### config.mk
export PLATFORM = sky130hd
export DESIGN_NAME = rtt_front
export DESIGN_NICKNAME = d
export VERILOG_FILES = /design/src/rtl/rtt_pkg.sv /design/src/rtl/rtt_front.sv
export SDC_FILE = /design/constraint.sdc
export NUM_CORES = 1
export LEC_CHECK = 0
export BUFFER_PORTS_ARGS = -buffer_cell sky130_fd_sc_hd__buf_2
export CAP_MARGIN = 20
export CORE_UTILIZATION = 50
export DETAILED_ROUTE_END_ITERATION = 10
export PLACE_DENSITY = 0.77
export SLEW_MARGIN = 20
export SYNTH_ARGS = -nofsm -noshare
export SYNTH_HDL_FRONTEND = slang
export SYNTH_SLANG_ARGS = --single-unit
### constraint.sdc
create_clock -name clk -period 14.9 [get_ports clk]
set_clock_uncertainty 0.1 [all_clocks]
set_input_delay 1.49 -clock clk [delete_from_list [all_inputs] [get_ports clk]]
set_output_delay 1.49 -clock clk [all_outputs]
set_load 0.02 [all_outputs]
### src/rtl/rtt_pkg.sv
// Shared types for the region entry trigger table.
// Request codes, table entry layout and queued request layout.
// No dependencies.
package rtt_pkg;

  typedef enum logic [1:0] {
    OP_SAMPLE = 2'd0,
    OP_WRITE  = 2'd1,
    OP_CLEAR  = 2'd2,
    OP_NOP    = 2'd3
  } rtt_op_t;

  localparam logic KIND_SPHERE = 1'b0;
  localparam logic KIND_SLAB   = 1'b1;

  typedef struct packed {
    logic        kind;
    logic [23:0] first_x;
    logic [23:0] first_y;
    logic [23:0] first_z;
    logic [23:0] end_x;
    logic [23:0] end_y;
    logic [22:0] reach;
    logic [22:0] height;
  } rtt_entry_t;

  // One queued request; a sample carries its position in first_x/y/z.
  typedef struct packed {
    rtt_op_t    op;
    logic [3:0] idx;
    rtt_entry_t ent;
  } rtt_req_t;

endpackage

### src/rtl/rtt_front.sv
// Front end: accepts input requests, decodes the operation, and holds
// them in a two-deep queue for the scan engine. Uses rtt_pkg.
module rtt_front
  import rtt_pkg::*;
(
  input  logic               clk,
  input  logic               rst_n,
  input  logic               in_valid,
  output logic               in_ready,
  input  logic [1:0]         in_operation,
  input  logic [3:0]         in_region_index,
  input  logic               in_region_kind,
  input  logic signed [23:0] in_coord_x,
  input  logic signed [23:0] in_coord_y,
  input  logic signed [23:0] in_coord_z,
  input  logic signed [23:0] in_end_x,
  input  logic signed [23:0] in_end_y,
  input  logic [22:0]        in_reach,
  input  logic [22:0]        in_slab_height,
  output logic               q_valid,
  output rtt_req_t           q_req,
  input  logic               q_pop
);

  rtt_req_t   q_r [2];
  logic       wr_ptr_r;
  logic       rd_ptr_r;
  logic [1:0] count_r;
  logic       push;
  rtt_req_t   req;

  always_comb begin
    req.idx         = in_region_index;
    req.ent.kind    = in_region_kind;
    req.ent.first_x = in_coord_x;
    req.ent.first_y = in_coord_y;
    req.ent.first_z = in_coord_z;
    req.ent.end_x   = in_end_x;
    req.ent.end_y   = in_end_y;
    req.ent.reach   = in_reach;
    req.ent.height  = in_slab_height;
    unique case (in_operation)
      OP_SAMPLE: req.op = OP_SAMPLE;
      OP_WRITE:  req.op = OP_WRITE;
      OP_CLEAR:  req.op = OP_CLEAR;
      default:   req.op = OP_NOP;
    endcase
  end

  assign in_ready = (count_r != 2'd2);
  assign push     = in_valid && in_ready;
  assign q_valid  = (count_r != 2'd0);
  assign q_req    = q_r[rd_ptr_r];

  always_ff @(posedge clk) begin
    if (push) begin
      q_r[wr_ptr_r] <= req;
    end
  end

  always_ff @(posedge clk) begin
    if (!rst_n) begin
      wr_ptr_r <= 1'b0;
      rd_ptr_r <= 1'b0;
      count_r  <= 2'd0;
    end else begin
      if (push) begin
        wr_ptr_r <= ~wr_ptr_r;
      end
      if (q_pop) begin
        rd_ptr_r <= ~rd_ptr_r;
      end
      count_r <= count_r + 2'(push) - 2'(q_pop);
    end
  end

  a_count_max: assert property (@(posedge clk) disable iff (!rst_n)
    count_r != 2'd3)
    else $error("queue count overflow");
  a_no_pop_empty: assert property (@(posedge clk) disable iff (!rst_n)
    q_pop |-> count_r != 2'd0)
    else $error("pop from empty queue");
  a_full_holds: assert property (@(posedge clk) disable iff (!rst_n)
    (count_r == 2'd2 && !q_pop) |=> count_r == 2'd2)
    else $error("full queue lost a request");

endmodule

Yosys cells after proc, flatten, opt, wreduce, memory -nomap -nowiden
Memories as Yosys holds them, arrays and structs flattened. A register that Yosys moved wholly into a read port is not among the register bits.
Cells that the tools add are included.
Widths: inputs -> output; s select.
- flip-flop bits (word level): 4
- RAM bits: 346
- input bits: 177
- output and inout port bits: 175
- memories kept: 1
- add/sub/neg operators: 2
- equality and inequality tests: 3
- muxes and demuxes: 5
- bitwise operators: 2
- reductions and logical operators: 3
- memory list (name ; words ; width ; rd ports ; clocked after Yosys merged registers in ; write ports ; line ; RTL):
    q_r ; 2 ; 173 ; 1 ; 1 ; 1 ; rtt_front.sv:25 ; rtt_req_t q_r [2];
- operators by type and width (operator ; count):
    $pmux 2 s3 ; 1
    $mux 1 ; 4
    $add 2x1->2 ; 1
    $eq 2x1->1 const B ; 1
    $eq 2x2->1 const B ; 1
    $logic_not 2->1 ; 1
    $ne 2x2->1 const B ; 1
    $not 1->1 ; 2
    $reduce_bool 2->1 ; 1
    $sub 2x1->2 ; 1
    $logic_and 1x1->1 ; 1

Logic depth before layout (Yosys ltp)
- depth in word-level cells: 4
- depth in mapped cells: 7
- gate-level depth less buffers: 7

Least setup slack after synthesis
OpenSTA, ideal clock, no wires.
- path type: in2reg
- start point: input in_valid
- end point: memory q_r[1][0] in the netlist's numbering, enable pin
- setup time: 0.555 ns
- arrival time: 5.501 ns
- required time: 14.245 ns
- slack: 8.744 ns
- stages: 1
- buffers on the path: 0
- cells stage by stage: and3_1
- longest elaborated chain between the ends: 3
- RTL lines (what ; line ; RTL):
    start, declared ; rtt_front.sv:8 ; input logic in_valid,
    $logic_and 1x1->1 ; rtt_front.sv:51 ; assign push = in_valid && in_ready;
    $mux 1 ; rtt_front.sv:56 ; if (push) begin
    $mux 1 (not written as such) ; rtt_front.sv:57 ; q_r[wr_ptr_r] <= req;
    end, declared ; rtt_front.sv:25 ;
Every way passes these cells.

==> results.toml <==
[status]
status = "finished, final reports clean"

[timing]
rsz0062_at_grt = "no"
timing.final.crit_share_pct = 28.7
slew_headroom_pct = 26.0
finalSetupViolCount = 0
fin_tns_setup_ns = 0
hold_viol = 0
max_freq_mhz = 234
slew_violations = 0
period_needed_ns = 4.28
worst_pin_slew_ns = 1.11

[detailed_routing]
wire_per_inst_um = 19.0
dr_total_vias = 6574
first_pass_iters = 4
post_drt_via_cell_ratio = 5.08
route.detailed.drc = 0
postRouteAntennaNets = 0
drtIter0Drc = 436
wirelength_um = 24600

[floorplan]
die_h_um = 162
fp-row-count = 58
initial_core_util_pct = 50.9
core-area_um2 = 25200
io_pins = 352
die_area_um2 = 26300
die_w_um = 162

[critical_path]
worstPathCellList = "buf_4 -> mux2_2 -> buf_2"
slowest_delay_ns = 0.90
worstReg2RegEnd = "q_r[0][155]"
worst-path-max-fanout = 82
worstPathRequired_ns = 13.31
reg2reg_slack_ns = 11.87
end_kind = "output pin"
worstSetupPathType = "flip-flop to output pin"
critical_path.top_delay_family = "buffers and inverters"
arrival_ns = 2.69
cpMaxStageDelayCell = "buf_4"
r2r_cells = 4
path_buf_inv = 2
cp-start-kind = "flip-flop"
worstReg2RegStart = "count_r[0]"

[global_route]
grt_pass1_vias = 6675
overflow = 0
grt_max_degree = 101
grt_pass1_wl_um = 36400
antenna_found_initial = 3
track_usage_pct = 18.2

[clocking]
cts_max_level = 2
cts-root-buf = "clkbuf_16"
cts_tree = "built"
clk_pin_slew_worst_paths_ns = 0.06
cts_setup_buffers = 0
cts.repair.resized = 0
cts_sinks = 351
max-clock-path-buffers = 3
cts_buffers = 36
hold_buffers = 0
insertion_delay_ns = 0.50

[yosys]
synth.net_count = 746
netlist_top_cells_area = "edfxtp_1 81%, mux2_2 15%, buf_6 1.7%"
ys_types = 23
ys_seq_area_share_pct = 81.8
synth_ff_type = "edfxtp_1"
yosysTopAreaCell = "edfxtp_1"
synth.yosys.warnings = 0
yosysTopAreaCellShare_pct = 81.0
ys_async_sr_fraction_pct = 0
synth_seq_cells = 351
synth_commonest_cells = "346 x edfxtp_1, 173 x mux2_2, 19 x buf_6"
synth.most_common_cell = "edfxtp_1"
avgSynthCellArea_um2 = 22.6
synthesis.instances = 568
synth-edff-count = 346
synth_area_um2 = 12800

[placed_design]
dp_hpwl_um = 15700
routabilityCongestion = 0.772
portBuffers = 351

[hold_path]
worstHoldStart = "rd_ptr_r"
hold_depth = 2
min_path_type = "flip-flop to flip-flop"

[run]
cap_viol_max_count = 0

[layout]
area_growth_pct = 24.3
final_util_pct = 63.3
fin_nets = 1119
drive_gt1_share_pct = 60.4

[power]
peakVddDrop_mv = 0.141
p_leak_nw = 5.95
powerDensity_nw_per_um2 = 150
[worst max-delay path by stage]
stage,startpoint,to,slack [ns],depth (start not counted)
floorplan,in_valid,q_r[1][0],8.74,1
global placement,in_valid,q_r[0][25],10.83,4
detailed placement,in_valid,q_r[0][162],10.82,4
CTS,flip-flop,q_req[81],10.58,3
global route,flip-flop,q_req[77],10.49,3
finish,flip-flop,q_req[62],10.62,3
[flip-flops by register name, summed over array words and instances (netlist names), named ones only]
name,flops
rd_ptr_r,1
wr_ptr_r,1
count_r,2
q_r,346
[through the flow]
stage,setup slack [ns],area (um^2),instances,hold slack (ns),power [mW]
finish,10.62,15900,1295,0.494,2.39
global route,10.49,15900,1293,0.519,2.48
CTS,10.58,15900,1293,0.495,2.42
detailed placement,10.82,14800,1233,0.475,1.56
global placement,10.83,14800,1233,0.458,1.55
floorplan,8.74,12800,568,0.418,1.45
[power breakdown]
group / internal [mW] / switching [mW] / leakage (nW)
combinational: 0.124 / 0.206 / 2.13
clock: 0.510 / 0.342 / 0.544
sequential: 1.18 / 0.0211 / 3.27
total: 1.82 / 0.570 / 5.95
[cell type report]
cell class,instances,area [um^2]
Antenna cell,2,5.00
Tap cell,330,413
Inverter,2,12.5
Timing Repair Buffer,356,1790
Sequential cell,351,10500
Clock inverter,14,149
Clock buffer,46,970
Fill cell,1785,9230
Multi-Input combinational cell,194,2110
[layout by cell type, fill, tap and decap left out, types with 4 or more instances in the layout]
cell | netlist | layout
buf_2 | 0 | 351
clkbuf_1 | 2 | 8
clkinv_1 | 0 | 5
edfxtp_1 | 346 | 346
buf_4 | 0 | 5
clkbuf_16 | 0 | 37
mux2_2 | 173 | 173
dfxtp_1 | 5 | 4
[kinds of logic (layout without fill, tap and decap cells)]
| logic type | Yosys count | in the layout | synth area share, % |
|---|---|---|---|
| compound gates | 5 | 5 | 0.351 |
| xor+xnor | 2 | 2 | 0.137 |
| other cells | 0 | 2 | 0 |
| simple gates | 12 | 12 | 0.576 |
| flops | 351 | 351 | 81.8 |
| buf+inv | 23 | 418 | 1.79 |
| fa+ha+maj | 1 | 1 | 0.0975 |
| mux | 174 | 174 | 15.3 |
[tightest hold or removal path, cell delays in order (launching register included)]
cell and delay (ns):
dfxtp_1 0.34, xor2_1 0.08, and2_1 0.14
[layer usage]
metal | global-route usage (%) | part of all wire [%]
met1 | 21.1 | 38
met3 | 6.51 | 10
met5 | 0 | 0.17
met4 | 5.62 | 2.0
met2 | 31.7 | 50
(Power assumes the default switching activity.)
